$ cat src/rtl/core/antialiased_line_rasterizer_top_macros.svh
// ----------------------------------------------------------------------------
// Assertion macros for the antialiased line rasterizer
// These macros wrap concurrent assertions clocked on clk with reset on rst_n.
// ----------------------------------------------------------------------------
`ifndef ANTIALIASED_LINE_RASTERIZER_TOP_MACROS_SVH
`define ANTIALIASED_LINE_RASTERIZER_TOP_MACROS_SVH

// The consequent must hold in the same cycle as the antecedent.
`define ALR_ASSERT_IMP(label, pre, post, msg) \
    label: assert property (@(posedge clk) disable iff (!rst_n) (pre) |-> (post)) \
        else $error(msg);

// The consequent must hold in the cycle after the antecedent.
`define ALR_ASSERT_NXT(label, pre, post, msg) \
    label: assert property (@(posedge clk) disable iff (!rst_n) (pre) |=> (post)) \
        else $error(msg);

`endif

$ cat src/rtl/core/alr_pkg.sv
// ----------------------------------------------------------------------------
// alr_pkg
// Types, constants and a helper function shared by the line rasterizer.
// ----------------------------------------------------------------------------
package alr_pkg;

    // Tile and number formats.
    localparam int TILE_SIZE     = 64;
    localparam int COORD_W       = 6;
    localparam int PIX_W         = 7;
    localparam int FRACTION_BITS = 16;
    localparam int COVER_FRAC    = 8;
    localparam int COVER_W       = 9;
    localparam int COVER_HALF    = 128;
    localparam int COVER_FULL    = 256;

    // Gradient magnitude reaches 1.0, so it needs one integer bit and a sign.
    localparam int GRAD_W = FRACTION_BITS + 2;
    // Line position: integer coordinate, fraction, headroom and sign.
    localparam int POS_W  = COORD_W + FRACTION_BITS + 2;
    // Gradient divider: one numerator bit per step.
    localparam int NUM_W     = COORD_W + FRACTION_BITS;
    localparam int QUOT_W    = FRACTION_BITS + 1;
    localparam int DIV_STEPS = NUM_W;
    localparam int CNT_W     = $clog2(DIV_STEPS + 1);

    // Command queue between front and back.
    localparam int QUEUE_DEPTH = 2;
    localparam int QPTR_W      = (QUEUE_DEPTH > 1) ? $clog2(QUEUE_DEPTH) : 1;
    localparam int QCNT_W      = $clog2(QUEUE_DEPTH + 1);

    typedef struct packed {
        logic [COORD_W-1:0] x_start;
        logic [COORD_W-1:0] y_start;
        logic [COORD_W-1:0] x_end;
        logic [COORD_W-1:0] y_end;
    } line_t;

    typedef struct packed {
        logic [PIX_W-1:0]   first_x;
        logic [PIX_W-1:0]   first_y;
        logic [PIX_W-1:0]   second_x;
        logic [PIX_W-1:0]   second_y;
        logic [COVER_W-1:0] first_cover;
        logic [COVER_W-1:0] second_cover;
        logic               last_column;
    } result_t;

    // A classified line, ordered along its major axis.
    typedef struct packed {
        logic               steep;
        logic [COORD_W-1:0] x0;
        logic [COORD_W-1:0] y0;
        logic [COORD_W-1:0] x1;
        logic [COORD_W-1:0] y1;
        logic [GRAD_W-1:0]  grad;
    } cmd_t;

    typedef struct packed {
        logic full;
        logic empty;
    } queue_status_t;

    typedef enum logic [1:0] {
        FS_IDLE,
        FS_DIVIDE,
        FS_PUSH
    } front_state_t;

    typedef enum logic [1:0] {
        BS_IDLE,
        BS_FIRST,
        BS_SPAN
    } back_state_t;

    // Clamp a coordinate to the tile.
    function automatic logic [COORD_W-1:0] sat_coord(input logic [COORD_W-1:0] v);
        logic [COORD_W:0] wide;
        wide = {1'b0, v};
        if (wide >= (COORD_W + 1)'(TILE_SIZE))
        begin
            return COORD_W'(TILE_SIZE - 1);
        end
        return v;
    endfunction

endpackage

$ cat src/rtl/core/alr_front.sv
// ----------------------------------------------------------------------------
// alr_front
// Accepts a line, orders it along its major axis and divides out the
// gradient with a restoring divider, one quotient bit per cycle.
// ----------------------------------------------------------------------------
`include "antialiased_line_rasterizer_top_macros.svh"

module alr_front
    import alr_pkg::*;
(
    input  logic          clk,
    input  logic          rst_n,
    input  logic          start,
    input  line_t         line,
    output logic          busy,
    input  queue_status_t qstat,
    output logic          push,
    output cmd_t          push_cmd
);

    front_state_t state_reg;
    front_state_t state_next;

    cmd_t                 cmd_reg;
    logic                 neg_reg;
    logic [NUM_W-1:0]     num_reg;
    logic [COORD_W-1:0]   dx_reg;
    logic [COORD_W-1:0]   rem_reg;
    logic [QUOT_W-1:0]    quot_reg;
    logic [CNT_W-1:0]     cnt_reg;

    logic                 accept;
    logic                 div_last;

    // Classification of the incoming line.
    logic [COORD_W-1:0] ux0, uy0, ux1, uy1;
    logic [COORD_W-1:0] adx, ady;
    logic               steep;
    logic [COORD_W-1:0] m0, n0, m1, n1;
    logic               swap;
    cmd_t               cls_cmd;
    logic [COORD_W-1:0] cls_dx;
    logic               cls_neg;
    logic [COORD_W-1:0] cls_mag;

    always_comb
    begin
        ux0 = sat_coord(line.x_start);
        uy0 = sat_coord(line.y_start);
        ux1 = sat_coord(line.x_end);
        uy1 = sat_coord(line.y_end);
        adx = (ux1 >= ux0) ? (ux1 - ux0) : (ux0 - ux1);
        ady = (uy1 >= uy0) ? (uy1 - uy0) : (uy0 - uy1);
        steep = ady > adx;
        m0 = steep ? uy0 : ux0;
        n0 = steep ? ux0 : uy0;
        m1 = steep ? uy1 : ux1;
        n1 = steep ? ux1 : uy1;
        swap = m0 > m1;
        cls_cmd.steep = steep;
        cls_cmd.x0    = swap ? m1 : m0;
        cls_cmd.y0    = swap ? n1 : n0;
        cls_cmd.x1    = swap ? m0 : m1;
        cls_cmd.y1    = swap ? n0 : n1;
        cls_cmd.grad  = '0;
        cls_dx  = cls_cmd.x1 - cls_cmd.x0;
        cls_neg = cls_cmd.y1 < cls_cmd.y0;
        cls_mag = cls_neg ? (cls_cmd.y0 - cls_cmd.y1) : (cls_cmd.y1 - cls_cmd.y0);
    end

    // One restoring division step.
    logic [COORD_W:0]   rem_shift;
    logic               q_bit;
    logic [COORD_W-1:0] rem_new;

    always_comb
    begin
        rem_shift = {rem_reg, num_reg[NUM_W-1]};
        q_bit     = rem_shift >= {1'b0, dx_reg};
        rem_new   = q_bit ? COORD_W'(rem_shift - {1'b0, dx_reg}) : COORD_W'(rem_shift);
    end

    assign div_last = cnt_reg == CNT_W'(DIV_STEPS - 1);

    // Next state.
    always_comb
    begin
        state_next = state_reg;
        case (state_reg)
            FS_IDLE:
            begin
                if (start)
                begin
                    state_next = (cls_dx == '0) ? FS_PUSH : FS_DIVIDE;
                end
            end
            FS_DIVIDE:
            begin
                if (div_last)
                begin
                    state_next = FS_PUSH;
                end
            end
            FS_PUSH:
            begin
                if (!qstat.full)
                begin
                    state_next = FS_IDLE;
                end
            end
            default:
            begin
                state_next = FS_IDLE;
            end
        endcase
    end

    // Outputs: the signed gradient is formed from the quotient as the command leaves.
    logic [GRAD_W-1:0] grad_mag;

    always_comb
    begin
        busy     = state_reg != FS_IDLE;
        accept   = (state_reg == FS_IDLE) && start;
        push     = (state_reg == FS_PUSH) && !qstat.full;
        grad_mag = {1'b0, quot_reg};
        push_cmd = cmd_reg;
        push_cmd.grad = neg_reg ? (~grad_mag + GRAD_W'(1)) : grad_mag;
    end

    always_ff @(posedge clk or negedge rst_n)
    begin
        if (!rst_n)
        begin
            state_reg <= FS_IDLE;
        end
        else
        begin
            state_reg <= state_next;
        end
    end

    // Command and divider datapath.
    always_ff @(posedge clk)
    begin
        if (accept)
        begin
            cmd_reg <= cls_cmd;
            dx_reg  <= cls_dx;
            num_reg <= {cls_mag, FRACTION_BITS'(0)};
            rem_reg <= '0;
            cnt_reg <= '0;
            if (cls_dx == '0)
            begin
                neg_reg  <= 1'b0;
                quot_reg <= QUOT_W'(1) << FRACTION_BITS;
            end
            else
            begin
                neg_reg  <= cls_neg;
                quot_reg <= '0;
            end
        end
        else if (state_reg == FS_DIVIDE)
        begin
            rem_reg  <= rem_new;
            num_reg  <= {num_reg[NUM_W-2:0], 1'b0};
            quot_reg <= {quot_reg[QUOT_W-2:0], q_bit};
            cnt_reg  <= cnt_reg + CNT_W'(1);
        end
    end

    // The remainder stays below the divisor during the division.
    `ALR_ASSERT_IMP(a_rem_below_dx, state_reg == FS_DIVIDE, rem_reg < dx_reg, "remainder reached divisor")
    // A line is never steeper than one pixel per column after classification.
    `ALR_ASSERT_IMP(a_grad_bound, state_reg == FS_PUSH, quot_reg <= (QUOT_W'(1) << FRACTION_BITS), "gradient above one")
    // A command that finds room in the queue frees the front on the next cycle.
    `ALR_ASSERT_NXT(a_push_frees, push, !busy, "front stayed busy after transfer")

endmodule

$ cat src/rtl/core/alr_queue.sv
// ----------------------------------------------------------------------------
// alr_queue
// Short command queue that decouples the front from the back.
// ----------------------------------------------------------------------------
module alr_queue
    import alr_pkg::*;
(
    input  logic          clk,
    input  logic          rst_n,
    input  logic          push,
    input  cmd_t          push_cmd,
    input  logic          pop,
    output cmd_t          head,
    output queue_status_t qstat
);

    cmd_t              slot_reg [QUEUE_DEPTH];
    logic [QPTR_W-1:0] wr_ptr_reg;
    logic [QPTR_W-1:0] rd_ptr_reg;
    logic [QCNT_W-1:0] count_reg;

    function automatic logic [QPTR_W-1:0] ptr_inc(input logic [QPTR_W-1:0] p);
        return (p == QPTR_W'(QUEUE_DEPTH - 1)) ? '0 : (p + QPTR_W'(1));
    endfunction

    // Status and head of queue.
    always_comb
    begin
        qstat.full  = count_reg == QCNT_W'(QUEUE_DEPTH);
        qstat.empty = count_reg == '0;
        head        = slot_reg[rd_ptr_reg];
    end

    // Pointers and fill count.
    always_ff @(posedge clk or negedge rst_n)
    begin
        if (!rst_n)
        begin
            wr_ptr_reg <= '0;
            rd_ptr_reg <= '0;
            count_reg  <= '0;
        end
        else
        begin
            if (push)
            begin
                wr_ptr_reg <= ptr_inc(wr_ptr_reg);
            end
            if (pop)
            begin
                rd_ptr_reg <= ptr_inc(rd_ptr_reg);
            end
            if (push && !pop)
            begin
                count_reg <= count_reg + QCNT_W'(1);
            end
            else if (pop && !push)
            begin
                count_reg <= count_reg - QCNT_W'(1);
            end
        end
    end

    // Entry storage.
    always_ff @(posedge clk)
    begin
        if (push)
        begin
            slot_reg[wr_ptr_reg] <= push_cmd;
        end
    end

endmodule

$ cat src/rtl/core/alr_back.sv
// ----------------------------------------------------------------------------
// alr_back
// Walks a classified line column by column and emits one pixel pair with
// coverage per column, one result per cycle.
// ----------------------------------------------------------------------------
`include "antialiased_line_rasterizer_top_macros.svh"

module alr_back
    import alr_pkg::*;
(
    input  logic          clk,
    input  logic          rst_n,
    input  queue_status_t qstat,
    input  cmd_t          head,
    output logic          pop,
    output logic          strobe,
    output result_t       result
);

    back_state_t state_reg;
    back_state_t state_next;

    cmd_t                     cmd_reg;
    logic [PIX_W-1:0]         col_reg;
    logic [PIX_W-1:0]         col_next;
    logic signed [POS_W-1:0]  pos_reg;
    logic signed [POS_W-1:0]  pos_next;
    result_t                  result_reg;
    result_t                  result_next;
    logic                     strobe_reg;
    logic                     strobe_next;

    logic                     span_end;

    // Place major and minor coordinates on x and y.
    function automatic result_t build_result(
        input logic               steep,
        input logic [PIX_W-1:0]   major,
        input logic [PIX_W-1:0]   minor,
        input logic [COVER_W-1:0] cover1,
        input logic [COVER_W-1:0] cover2,
        input logic               last
    );
        result_t r;
        if (steep)
        begin
            r.first_x  = minor;
            r.first_y  = major;
            r.second_x = minor + PIX_W'(1);
            r.second_y = major;
        end
        else
        begin
            r.first_x  = major;
            r.first_y  = minor;
            r.second_x = major;
            r.second_y = minor + PIX_W'(1);
        end
        r.first_cover  = cover1;
        r.second_cover = cover2;
        r.last_column  = last;
        return r;
    endfunction

    assign span_end = col_reg >= {1'b0, cmd_reg.x1};

    // Next state.
    always_comb
    begin
        state_next = state_reg;
        case (state_reg)
            BS_IDLE:
            begin
                if (!qstat.empty)
                begin
                    state_next = BS_FIRST;
                end
            end
            BS_FIRST:
            begin
                state_next = BS_SPAN;
            end
            BS_SPAN:
            begin
                if (span_end)
                begin
                    state_next = BS_IDLE;
                end
            end
            default:
            begin
                state_next = BS_IDLE;
            end
        endcase
    end

    // Interior column: clamp the position and split it into pixel and coverage.
    logic [POS_W-1:0]      pos_clamped;
    logic [PIX_W-1:0]      whole;
    logic [COVER_FRAC-1:0] frac;
    logic [POS_W-1:0]      grad_ext;

    always_comb
    begin
        pos_clamped = pos_reg[POS_W-1] ? '0 : pos_reg;
        whole       = pos_clamped[FRACTION_BITS +: PIX_W];
        frac        = pos_clamped[FRACTION_BITS-COVER_FRAC +: COVER_FRAC];
        grad_ext    = {{(POS_W - GRAD_W){cmd_reg.grad[GRAD_W-1]}}, cmd_reg.grad};
    end

    // Outputs and datapath next values.
    always_comb
    begin
        pop         = 1'b0;
        strobe_next = 1'b0;
        result_next = result_reg;
        col_next    = col_reg;
        pos_next    = pos_reg;
        case (state_reg)
            BS_IDLE:
            begin
                pop = !qstat.empty;
            end
            BS_FIRST:
            begin
                strobe_next = 1'b1;
                result_next = build_result(cmd_reg.steep, {1'b0, cmd_reg.x0},
                    {1'b0, cmd_reg.y0}, COVER_W'(COVER_HALF), '0, 1'b0);
                col_next = {1'b0, cmd_reg.x0} + PIX_W'(1);
                pos_next = $signed({{(POS_W - NUM_W){1'b0}}, cmd_reg.y0,
                    FRACTION_BITS'(0)} + grad_ext);
            end
            BS_SPAN:
            begin
                strobe_next = 1'b1;
                if (span_end)
                begin
                    result_next = build_result(cmd_reg.steep, {1'b0, cmd_reg.x1},
                        {1'b0, cmd_reg.y1}, COVER_W'(COVER_HALF), '0, 1'b1);
                end
                else
                begin
                    result_next = build_result(cmd_reg.steep, col_reg, whole,
                        COVER_W'(COVER_FULL) - {1'b0, frac}, {1'b0, frac}, 1'b0);
                    col_next = col_reg + PIX_W'(1);
                    pos_next = $signed(pos_reg + grad_ext);
                end
            end
            default:
            begin
                pop = 1'b0;
            end
        endcase
    end

    always_ff @(posedge clk or negedge rst_n)
    begin
        if (!rst_n)
        begin
            state_reg  <= BS_IDLE;
            strobe_reg <= 1'b0;
        end
        else
        begin
            state_reg  <= state_next;
            strobe_reg <= strobe_next;
        end
    end

    always_ff @(posedge clk)
    begin
        if (pop)
        begin
            cmd_reg <= head;
        end
        result_reg <= result_next;
        col_reg    <= col_next;
        pos_reg    <= pos_next;
    end

    assign strobe = strobe_reg;
    assign result = result_reg;

    // The column walk never passes one beyond the far endpoint.
    `ALR_ASSERT_IMP(a_col_bound, state_reg == BS_SPAN, col_reg <= ({1'b0, cmd_reg.x1} + PIX_W'(1)), "column ran past line end")
    // Every working cycle produces a result on the next cycle.
    `ALR_ASSERT_NXT(a_emit, state_reg != BS_IDLE, strobe_reg, "missing result")
    // The far endpoint closes the line and carries the last-column mark.
    `ALR_ASSERT_NXT(a_last, (state_reg == BS_SPAN) && span_end, strobe_reg && result_reg.last_column && (state_reg == BS_IDLE), "line not closed")

endmodule

$ cat src/rtl/core/antialiased_line_rasterizer_top.sv
// ----------------------------------------------------------------------------
// antialiased_line_rasterizer_top
// Antialiased line rasterizer: one line in, one pixel pair per column out.
// ----------------------------------------------------------------------------
// Usage:
//   A line transfer happens on a rising edge where start is high and busy is
//   low; line carries both endpoints inside the 64 x 64 tile.
//   Results come out one per cycle within a line, each valid for exactly
//   one cycle while strobe is high, from the lowest major-axis column to
//   the highest. The final result of a line has last_column set. A line
//   spanning dx columns gives dx + 1 results; a single-point line gives two.
//   Sequence: the front classifies the line and then runs a 22-step
//   restoring divider for the gradient, which it skips when the line is a
//   single point. The back loads a command from the queue and then emits
//   the results, one per column.
//   Front and back overlap through a two-entry command queue, so a steady
//   stream of lines runs at the pace of the slower of the two. busy stays
//   high after a transfer until the front has pushed the command into the
//   queue, also while it waits there for room.
//   Reset clears both state machines and empties the queue; no clearing pass
//   is needed. The receiver cannot stall the result stream.
// ----------------------------------------------------------------------------
module antialiased_line_rasterizer_top
    import alr_pkg::*;
(
    input  logic    clk,
    input  logic    rst_n,
    input  logic    start,
    input  line_t   line,
    output logic    busy,
    output logic    strobe,
    output result_t result
);

    queue_status_t qstat;
    logic          push;
    cmd_t          push_cmd;
    logic          pop;
    cmd_t          head;

    // Classification and gradient division.
    alr_front u_front (
        .clk      (clk),
        .rst_n    (rst_n),
        .start    (start),
        .line     (line),
        .busy     (busy),
        .qstat    (qstat),
        .push     (push),
        .push_cmd (push_cmd)
    );

    // Command queue between the two halves.
    alr_queue u_queue (
        .clk      (clk),
        .rst_n    (rst_n),
        .push     (push),
        .push_cmd (push_cmd),
        .pop      (pop),
        .head     (head),
        .qstat    (qstat)
    );

    // Column walk and result generation.
    alr_back u_back (
        .clk    (clk),
        .rst_n  (rst_n),
        .qstat  (qstat),
        .head   (head),
        .pop    (pop),
        .strobe (strobe),
        .result (result)
    );

endmodule

$ cat config.mk
export PLATFORM = sky130hd
export DESIGN_NAME = antialiased_line_rasterizer_top
export DESIGN_NICKNAME = d
export VERILOG_FILES = /design/src/rtl/core/alr_pkg.sv /design/src/rtl/core/alr_front.sv /design/src/rtl/core/alr_queue.sv /design/src/rtl/core/alr_back.sv /design/src/rtl/core/antialiased_line_rasterizer_top.sv
export VERILOG_INCLUDE_DIRS = /design/src /design/src/rtl/core
export SDC_FILE = /design/constraint.sdc
export NUM_CORES = 1
export LEC_CHECK = 0
export BUFFER_PORTS_ARGS = -buffer_cell sky130_fd_sc_hd__buf_2
export CORE_ASPECT_RATIO = 1.25
export CORE_MARGIN = 5
export CORE_UTILIZATION = 65
export CTS_BUF_LIST = sky130_fd_sc_hd__clkbuf_16
export DETAILED_ROUTE_END_ITERATION = 12
export GPL_TIMING_DRIVEN = 0
export PLACE_DENSITY = 0.86
export SLEW_MARGIN = 10
export SYNTH_ARGS = -nofsm -noshare
export SYNTH_HDL_FRONTEND = slang
export SYNTH_SLANG_ARGS = --single-unit
$ cat constraint.sdc
create_clock -name clk -period 11.9 [get_ports clk]
set_input_delay 0 -clock clk [delete_from_list [all_inputs] [get_ports clk]]
set_output_delay 0 -clock clk [all_outputs]
set_load 0.02 [all_outputs]
[Word-level counts from Yosys, hierarchy flattened]
Memory sizes are Yosys's and may differ from the RTL's. A register that Yosys moved wholly into a read port is not among the register bits.
Index checks and enable logic that the tools add are counted.
Operators by class
  add/sub/neg operators: 22
  $mul: 0
  divide/modulo/power cells: 0
  order comparisons: 7
  equality and inequality tests: 12
  shift operators: 0
  multiplexer cells: 44
  bitwise gates (word level): 1
  reduce and logical (&&, ||, !) cells: 20
Operators with widths (number)
  one-hot mux 47 bit (2 select lines): 1
  2-to-1 mux 6 bit: 12
  2-to-1 mux 27 bit: 2
  2-to-1 mux 17 bit: 3
  one-hot mux 24 bit (2 select lines): 1
  subtractor 6 bit: 8
  2-to-1 mux 47 bit: 1
  2-to-1 mux 22 bit: 2
  2-to-1 mux 28 bit: 1
  adder 23 x 18 -> 24 bit: 1
  adder 24 bit: 1
  2-to-1 mux 24 bit: 1
  2-to-1 mux 23 bit: 1
  adder 6 x 1 -> 7 bit, second input constant: 3
  adder 18 x 1 -> 18 bit, second input constant: 1
  2-to-1 mux 18 bit: 1
  inverter 17 -> 18 bit: 1
  2-to-1 mux 2 bit: 8
  adder 7 x 1 -> 7 bit, second input constant: 2
  greater-or-equal comparator 7 x 6 -> 1 bit: 2
  one-hot mux 7 bit (2 select lines): 1
  greater-or-equal comparator 6 bit: 2
  > comparator 6 bit: 2
  one-hot mux 2 bit (3 select lines): 2
  21 further kinds: 46
Word-level totals
  flip-flop bits (word level): 153
  latch bits: 0
  bits in writable memories: 86
  memory bits (read-only): 0
  output and inout port bits: 49
  logic and storage cells: 133
  memories kept: 1
Memory list
  u_queue.slot_reg: words 2, width 43, rd ports 1, clocked after Yosys merged registers in 1, wr ports 1, RTL line alr_queue.sv:17  | cmd_t slot_reg [QUEUE_DEPTH];

[Logic depth before layout (Yosys ltp)]
Gate-level depths: netlist of run 1.
  word-level depth: 11
  mapped depth: 49
  mapped depth without buffers: 44

[Hierarchy]
From an unflattened synthesis of run 1, not the netlist that was laid out.
Unflattened totals
  cell total of the unflattened synthesis: 1403
  area total of the unflattened synthesis: 16370.7 um2
Modules (own cells, without submodules)
  alr_back: instances 1, cells each 644, area each 7343.3 um2, seq. area each 3648.5 um2
  alr_front: instances 1, cells each 609, area each 5536.6 um2, seq. area each 1921.8 um2
  alr_queue: instances 1, cells each 150, area each 3490.8 um2, seq. area each 2682.6 um2

[Least setup slack after synthesis of run 1]
OpenSTA, ideal clock, no wires.
  path kind: input to register
  start: in line[6] (netlist name)
  end: reg u_front.num_reg[21] (data pin)
  library setup time: 269 ps
  arrival: 8805 ps
  slack: 2826 ps
  stages: 48
  buffers on the path: 6
  cell sequence: inv_1 > ha_1 > inv_1 > fa_1 > a21oi_1 > o21ai_0 > a41oi_1 > o21bai_1 > a21oi_1 > mux2i_1 > a221o_1 > a221oi_1 > o221ai_1 > a21oi_1 > xor2_1 > ha_1 > nand4_1 > a21oi_1 > [... 12 more ...] > clkbuf_1 > nand2_1 > o21ai_0 > mux2i_1 > inv_1 > ha_1 > fa_1 > o21bai_1 > a21o_1 > a21o_1 > a21o_1 > clkbuf_1 > mux2_2 > a21oi_1 > o21ai_0 > a31oi_1 > xor2_1 > o21ai_0
RTL lines
  start, declared: RTL line antialiased_line_rasterizer_top.sv:29  | input line_t line,
  end signal, assigned: RTL line alr_front.sv:150  | num_reg <= {cls_mag, FRACTION_BITS'(0)};
  end signal, assigned: RTL line alr_front.sv:167  | num_reg <= {num_reg[NUM_W-2:0], 1'b0};
  end, declared: RTL line alr_front.sv:26  | logic [NUM_W-1:0] num_reg;

==> results of run 1 <==
==> per-layer routing <==
| metal | vias up | wire [microns] |
|---|---|---|
| met5 | - | 0 |
| met4 | 0 | 1531 |
| met3 | 98 | 1847 |
| met2 | 347 | 18370 |
| met1 | 5210 | 12910 |
| li1 | 5211 | - |
==> stage by stage <==
stage | utilization | hold slack [ns] | area, sq um | cells
after detailed placement | 0.6930 | -0.1368 | 16870 | 1780
after global routing | 0.7320 | 0.04590 | 17820 | 1838
after floorplan | - | -0.2956 | 15980 | 1372
after global placement | 0.6888 | -0.1387 | 16770 | 1776
after CTS | 0.7318 | 0.007933 | 17810 | 1838
final | 0.7320 | 0.03122 | 17820 | 1838
==> worst max-delay path, delay by kind of cell <==
family          cells  cell delay [ns]
mux                 3             0.93
xor+xnor            2             0.34
fa+ha+maj           5             1.69
simple gates        4             0.52
buf+inv            11             3.31
compound gates     22             4.51
==> cells in the final DEF, fill, tap and decap left out, types with 7 or more instances in the layout <==
cell	n
sky130_fd_sc_hd__a21o_1	28
sky130_fd_sc_hd__a21oi_1	82
sky130_fd_sc_hd__a31oi_1	7
sky130_fd_sc_hd__and2_1	17
sky130_fd_sc_hd__and3_1	14
sky130_fd_sc_hd__buf_1	10
sky130_fd_sc_hd__buf_2	77
sky130_fd_sc_hd__clkbuf_1	37
sky130_fd_sc_hd__clkbuf_16	27
sky130_fd_sc_hd__dfrtp_1	9
sky130_fd_sc_hd__dfxtp_1	11
sky130_fd_sc_hd__dlygate4sd3_1	11
sky130_fd_sc_hd__edfxtp_1	260
sky130_fd_sc_hd__fa_1	9
sky130_fd_sc_hd__ha_1	97
sky130_fd_sc_hd__inv_1	105
sky130_fd_sc_hd__mux2_2	73
sky130_fd_sc_hd__mux2i_1	63
sky130_fd_sc_hd__mux4_2	12
sky130_fd_sc_hd__nand2_1	92
sky130_fd_sc_hd__nand2b_1	14
sky130_fd_sc_hd__nand3_1	24
sky130_fd_sc_hd__nor2_1	98
sky130_fd_sc_hd__nor2b_1	21
sky130_fd_sc_hd__nor3_1	19
sky130_fd_sc_hd__o21ai_0	70
sky130_fd_sc_hd__o21bai_1	10
sky130_fd_sc_hd__o221ai_1	9
sky130_fd_sc_hd__xnor2_1	56
sky130_fd_sc_hd__xor2_1	33
==> layout make-up <==
class	count	area [sq um]	area share
repair buffers	89	560.5	0.03146
multi-input cells	938	7169	0.4024
inverters	102	382.9	0.02149
plain buffers	52	206.4	0.01159
flip-flops and latches	280	8253	0.4632
clock inverters	20	157.7	0.008848
clock buffers	27	675.6	0.03792
well taps	330	412.9	0.02317
==> kinds of logic after synthesis <==
group                      share of synthesized area
and+or+nand+nor                              0.09628
DFF                                           0.5163
AOI/OAI and AO/OA                             0.1045
buffers and inverters                        0.03687
muxes                                         0.1078
adders and majority gates                    0.08924
xor gates and xnor gates                     0.04877
other                                      0.0002346
==> worst paths after layout <==
| check | start | to | slack, ns | depth (start not counted) |
|---|---|---|---|---|
| max | line[8] | u_front.num_reg[21]$_DFFE_PP_ | 0.81 | 47 |
| min | line[5] | u_front.push_cmd[35]$_DFFE_PP_ | 0.03 | 4 |
| max reg2reg | u_back.col_reg[0]$_DFFE_PP_ | u_back.pos_reg[4]$_DFFE_PP_ | 7.39 | 14 |
| min reg2reg | u_front.push_cmd[25]$_DFFE_PP_ | u_queue.slot_reg[1][25]$_DFFE_PP_ | 0.44 | 0 |
| max in group asynchronous | rst_n | u_front.state_reg[1]$_DFFE_PN0P_ | 11.13 | 3 |
| min in group asynchronous | rst_n | u_queue.rd_ptr_reg$_DFFE_PN0P_ | 0.48 | 3 |
==> repair_timing <==
item,in CTS,in global routing
endpoints found under the hold margin,16,0
hold buffers,11,0
endpoints found under the setup margin,0,0
setup buffers,0,0
==> out/summary.log, run 1 <==
qor: synth.netlist.area_leader.share 0.4885
qor: floorplan.initial_standard_cell_utilization_of_the_core 0.6566
qor: synth.synth_area_per_cell 11.65 sq um
qor: routing.route.antenna.remaining_nets 0
qor: routing.via_per_inst 5.912
qor: synth.synth_common_cells sky130_fd_sc_hd__edfxtp_1, sky130_fd_sc_hd__inv_1, sky130_fd_sc_hd__ha_1, sky130_fd_sc_hd__nor2_1, sky130_fd_sc_hd__nand2_1
qor: routing.detailed_routing_iterations_pass_1 5
qor: global_routing.antenna_found_initial 0
qor: sta.setup_tns 0 ns
qor: cts.tritoncts_clock_tree done
qor: synth.yosysMostFrequentCell sky130_fd_sc_hd__edfxtp_1
qor: sta.final-max-slew-violation-count 0
qor: cts.clock_sinks 280
qor: synth.synth_cell_type_count 73
qor: global_routing.grt_pass1_wl 55,760 microns
qor: setup_path.crit_top_cell sky130_fd_sc_hd__a21oi_1
qor: routing.wire_per_inst 18.86 microns
qor: cells_and_area.number_of_fill_cells 1,639
qor: setup_path.worstPathRequired 12.13 ns
qor: cells_and_area.design.final.nets 1,623
qor: setup_path.crit_slowest_cell sky130_fd_sc_hd__dlygate4sd3_1
qor: global_routing.use_met2 0.4737
qor: sta.tightestPinTransition 1.045 ns
qor: global_routing.pin_count_of_the_biggest_net_entering_global_routing 44
qor: synth.post_synth_inst_count 1,372
qor: global_routing.grt_most_used_layer met2
qor: sta.grt_setup_unrepaired no
qor: setup_path.cpPeakStageDelay 0.52 ns
qor: routing.dr.first_iter.drc_count 760
qor: placed_design.pre_cts_slack 0.7008 ns
qor: sta.final_critical_path_setup_slack 0.8058 ns
qor: setup_path.start_kind input pin
qor: synth.synth.yosys.warnings 0
qor: global_routing.grt_use_total 0.2519
qor: cells_and_area.final_layout_size_suffix_gt1_frac 0.1492
qor: cts.cts.root.buffer_cell sky130_fd_sc_hd__clkbuf_16
qor: sta.period_minus_slack 11.09 ns
qor: setup_path.crit_path_max_fanout 10
qor: synth.synth_nets 1,506
qor: setup_path.timing.critical_path.to_type flop
qor: worst_hold_path.type_of_the_tightest_min_delay_check input pin to flop
qor: floorplan.ios 76
qor: global_routing.grt_util_met3 0.02937
qor: cts.worstSkewPairLatency 0.53 ns
qor: cells_and_area.n_antenna_cell 0
qor: synth.prevailing_post_synth_register_cell sky130_fd_sc_hd__edfxtp_1
qor: floorplan.die-area 27,850 sq um
qor: cts.htree_num_levels 1
qor: synth.synth_area_leaders sky130_fd_sc_hd__edfxtp_1, sky130_fd_sc_hd__ha_1, sky130_fd_sc_hd__mux2_2
qor: outcome.status complete, no violations
qor: floorplan.design.core.area 24,340 sq um
qor: synth.yosysSeqAreaShare 0.5163
qor: routing.dr_total_vias 10,870
qor: global_routing.grt-ovfl-total 0
qor: sta.finalHoldViolCount 0
qor: placed_design.routabilityCongestion 0.9562
qor: cts.clkTransAtPathRegs 0.06 ns
qor: routing.routed_wirelength 34,660 microns
qor: routing.drcViolationCount 0
qor: cts.numCtsBuffers 26
qor: synth.synth_edf_count 260
qor: sta.slew_headroom 0.2938
qor: floorplan.die_y 185.3 microns
qor: cts.cts_resized 0
qor: placed_design.dp.final_hpwl 25,960 microns
qor: placed_design.place.port_buffers 74
qor: cts.cts-root-to-sink-buffers 3
qor: sta.highest_achievable_clock_rate 90.14 MHz
qor: cells_and_area.area.growth.synth_to_final 11.48%
qor: job.maxCapViolations 0
qor: synth.netlist_area 15,980 sq um
qor: cells_and_area.largest_register_ff_count 86
qor: synth.synthArstFlopShare 0.03214
qor: setup_path.critical_path_arrival 11.32 ns
qor: sta.final.setup_skew 0.01594 ns
qor: sta.fin_crit_sh 0.9323
qor: global_routing.grt_met1_use 0.2832
qor: setup_path.criticalPathCategory input pin to flop
qor: synth.netlist.top_cell.by_area sky130_fd_sc_hd__edfxtp_1
qor: sta.finalSetupViolations 0
qor: global_routing.grt_pass1_vias 11,190
qor: synth.ys_seq_elements 280
qor: floorplan.core.rowCount 64
qor: floorplan.chipWidth 150.3 microns
Power of run 1 is not shown: default switching activity piles up to over one toggle a cycle in this logic, so the estimate is an artifact.
==> inputs of run 2 (changes only) <==
--- a/config.mk
+++ b/config.mk
@@ -6,8 +6,7 @@
 export SDC_FILE = /design/constraint.sdc
 export NUM_CORES = 1
 export LEC_CHECK = 0
-export BUFFER_PORTS_ARGS = -buffer_cell sky130_fd_sc_hd__buf_2
-export CORE_ASPECT_RATIO = 1.25
+export BUFFER_PORTS_ARGS = -buffer_cell sky130_fd_sc_hd__clkbuf_2
 export CORE_MARGIN = 5
 export CORE_UTILIZATION = 65
 export CTS_BUF_LIST = sky130_fd_sc_hd__clkbuf_16
==> run 2 against run 1 <==
Effect of this change:
- sequential share of layout area grew 0.13 points
- core utilization grew 0.081 points
- critical path depth grew 1
- largest cell class unchanged
- cell area shrank 0.28%
- clock skew grew 0.0023 ns
- routed wire length grew 4.5%
- highest routed layer unchanged
==> out/summary.log, run 2 (synthesis results as in run 1) <==
qor: outcome.status complete, no violations
qor: cells_and_area.area_of_the_multi_input_gates 7164 sq um
qor: cts.cts_resized 0
qor: worst_hold_path.worst_hold_startpoint line[11]
qor: routing.dr_total_vias 11,030
qor: setup_path.crit_family compound AO/OA/AOI/OAI gates
qor: cts.cts.root.buffer_cell sky130_fd_sc_hd__clkbuf_16
qor: setup_path.crit_cells 48
qor: setup_path.timing.critical_path.to_type flop
qor: global_routing.grt_use_total 0.2572
qor: cells_and_area.layout.area.seq 8253 sq um
qor: routing.wire_per_inst 19.75 microns
qor: global_routing.pin_count_of_the_biggest_net_entering_global_routing 45
qor: floorplan.initial_standard_cell_utilization_of_the_core 0.6592
qor: setup_path.critical_path_arrival 10.92 ns
qor: routing.via_per_inst 6.016
qor: sta.tightestPinTransition 1.234 ns
qor: floorplan.ios 76
qor: cells_and_area.design.final.nets 1,623
qor: placed_design.pre_cts_slack 0.8584 ns
qor: global_routing.antenna_found_initial 0
qor: sta.slew_headroom 0.1655
qor: sta.setup_tns 0 ns
qor: cells_and_area.area.growth.synth_to_final 11.16%
qor: cts.clkTransAtPathRegs 0.06 ns
qor: placed_design.dp.final_hpwl 26,020 microns
qor: cts.cts-root-to-sink-buffers 3
qor: cells_and_area.final_core_util 0.7328
qor: routing.route.antenna.remaining_nets 0
qor: routing.drcViolationCount 0
qor: setup_path.reg2reg_depth 14
qor: setup_path.critical_path_buffer_and_inverter_count 11
qor: cells_and_area.largest_register_ff_count 86
qor: sta.fin_crit_sh 0.8961
qor: cts.tritoncts_clock_tree done
qor: routing.dr.first_iter.drc_count 877
qor: routing.detailed_routing_iterations_pass_1 7
qor: global_routing.grt_pass1_vias 11,140
qor: setup_path.worstPathRequired 12.15 ns
qor: sta.final.setup_skew 0.01829 ns
qor: worst_hold_path.cell_count_of_the_worst_hold_path 3
qor: global_routing.grt_pass1_wl 58,590 microns
qor: cells_and_area.most-common-layout-cells sky130_fd_sc_hd__edfxtp_1, sky130_fd_sc_hd__inv_1, sky130_fd_sc_hd__nor2_1
qor: floorplan.chipWidth 166.8 microns
qor: setup_path.crit_path_max_fanout 10
qor: floorplan.die_y 166.8 microns
qor: cells_and_area.final_common_cell sky130_fd_sc_hd__edfxtp_1
qor: cts.clock_sinks 280
qor: cts.worstSkewPairLatency 0.53 ns
qor: cells_and_area.final_layout_size_suffix_gt1_frac 0.1483
qor: floorplan.design.core.area 24,250 sq um
qor: sta.highest_achievable_clock_rate 93.78 MHz
qor: sta.finalHoldViolCount 0
qor: worst_hold_path.type_of_the_tightest_min_delay_check input pin to flop
qor: job.maxCapViolations 0
qor: sta.worst_hold_slack 0.03459 ns
qor: setup_path.crit_top_cell sky130_fd_sc_hd__a21oi_1
qor: cells_and_area.n_antenna_cell 0
qor: routing.routed_wirelength 36,220 microns
qor: global_routing.grt-ovfl-total 0
qor: setup_path.start_kind input pin
qor: placed_design.routabilityCongestion 0.9522
qor: sta.period_minus_slack 10.66 ns
qor: setup_path.criticalPathCategory input pin to flop
qor: setup_path.crit_slowest_cell sky130_fd_sc_hd__o31ai_4
qor: cts.htree_num_levels 1
qor: sta.finalSetupViolations 0
qor: sta.final-max-slew-violation-count 0
qor: placed_design.place.port_buffers 74
qor: sta.grt_setup_unrepaired no
qor: cells_and_area.number_of_fill_cells 1,561
qor: cts.numCtsBuffers 27
qor: floorplan.core.rowCount 57
qor: setup_path.crit-reg2reg-launch u_back.col_reg[0]$_DFFE_PP_
qor: sta.final_critical_path_setup_slack 1.237 ns
qor: setup_path.cpPeakStageDelay 0.52 ns
qor: setup_path.launch_point_of_the_worst_path line[6]
qor: floorplan.die-area 27,830 sq um
run 2: repair_timing:
item                       in CTS  in global routing
hold buffers                   10                  0
buffers inserted                0                  0
setup endpoints to repair       0                  0
hold endpoints to repair       16                  0
run 2: worst paths after layout:
kind | end | slack, ns
max in group asynchronous | u_back.state_reg[0]$_DFFE_PN0P_ | 11.11
setup / recovery | u_front.num_reg[21]$_DFFE_PP_ | 1.24
setup reg to reg | u_back.pos_reg[22]$_DFFE_PP_ | 7.40
min in group asynchronous | u_queue.rd_ptr_reg$_DFFE_PN0P_ | 0.51
hold reg to reg | u_queue.slot_reg[0][38]$_DFFE_PP_ | 0.45
hold / removal | u_front.push_cmd[41]$_DFFE_PP_ | 0.03
run 2: worst register-to-register path, stage by stage, from the launching register on:
cell,delay [ns]
sky130_fd_sc_hd__edfxtp_1,0.45
sky130_fd_sc_hd__inv_1,0.10
sky130_fd_sc_hd__ha_1,0.22
sky130_fd_sc_hd__nand2b_1,0.14
sky130_fd_sc_hd__a21o_1,0.17
sky130_fd_sc_hd__a21oi_1,0.15
sky130_fd_sc_hd__nor2b_1,0.06
sky130_fd_sc_hd__o21ai_0,0.15
sky130_fd_sc_hd__nand2b_1,0.07
sky130_fd_sc_hd__a211oi_1,0.86
sky130_fd_sc_hd__clkbuf_1,0.56
sky130_fd_sc_hd__nand2_1,0.34
sky130_fd_sc_hd__clkbuf_1,0.42
sky130_fd_sc_hd__o21ai_4,0.27
sky130_fd_sc_hd__buf_12,0.24
run 2: layer usage:
layer,wire length [microns],share of wire,track usage
met1,14360,0.40,0.3232
met3,2189,0.060,0.02986
met5,0,0,0
met4,1205,0.033,0.08467
met2,18460,0.51,0.4660
run 2: cell type report:
type / instances / area share
well taps: 324 / 0.02282
repair buffers: 88 / 0.03098
clock buffers: 27 / 0.03803
multi-input cells: 938 / 0.4032
inverters: 102 / 0.02155
clock inverters: 23 / 0.007323
flip-flops and latches: 280 / 0.4645
plain buffers: 52 / 0.01162
run 2: through the flow:
| step | area, sq um | std cells |
|---|---|---|
| global route | 17770 | 1834 |
| CTS | 17770 | 1834 |
| floorplan | 15980 | 1372 |
| global placement | 16760 | 1770 |
| detailed placement | 16860 | 1774 |
| finish | 17770 | 1834 |
Power of run 2 is left out for the same reason.
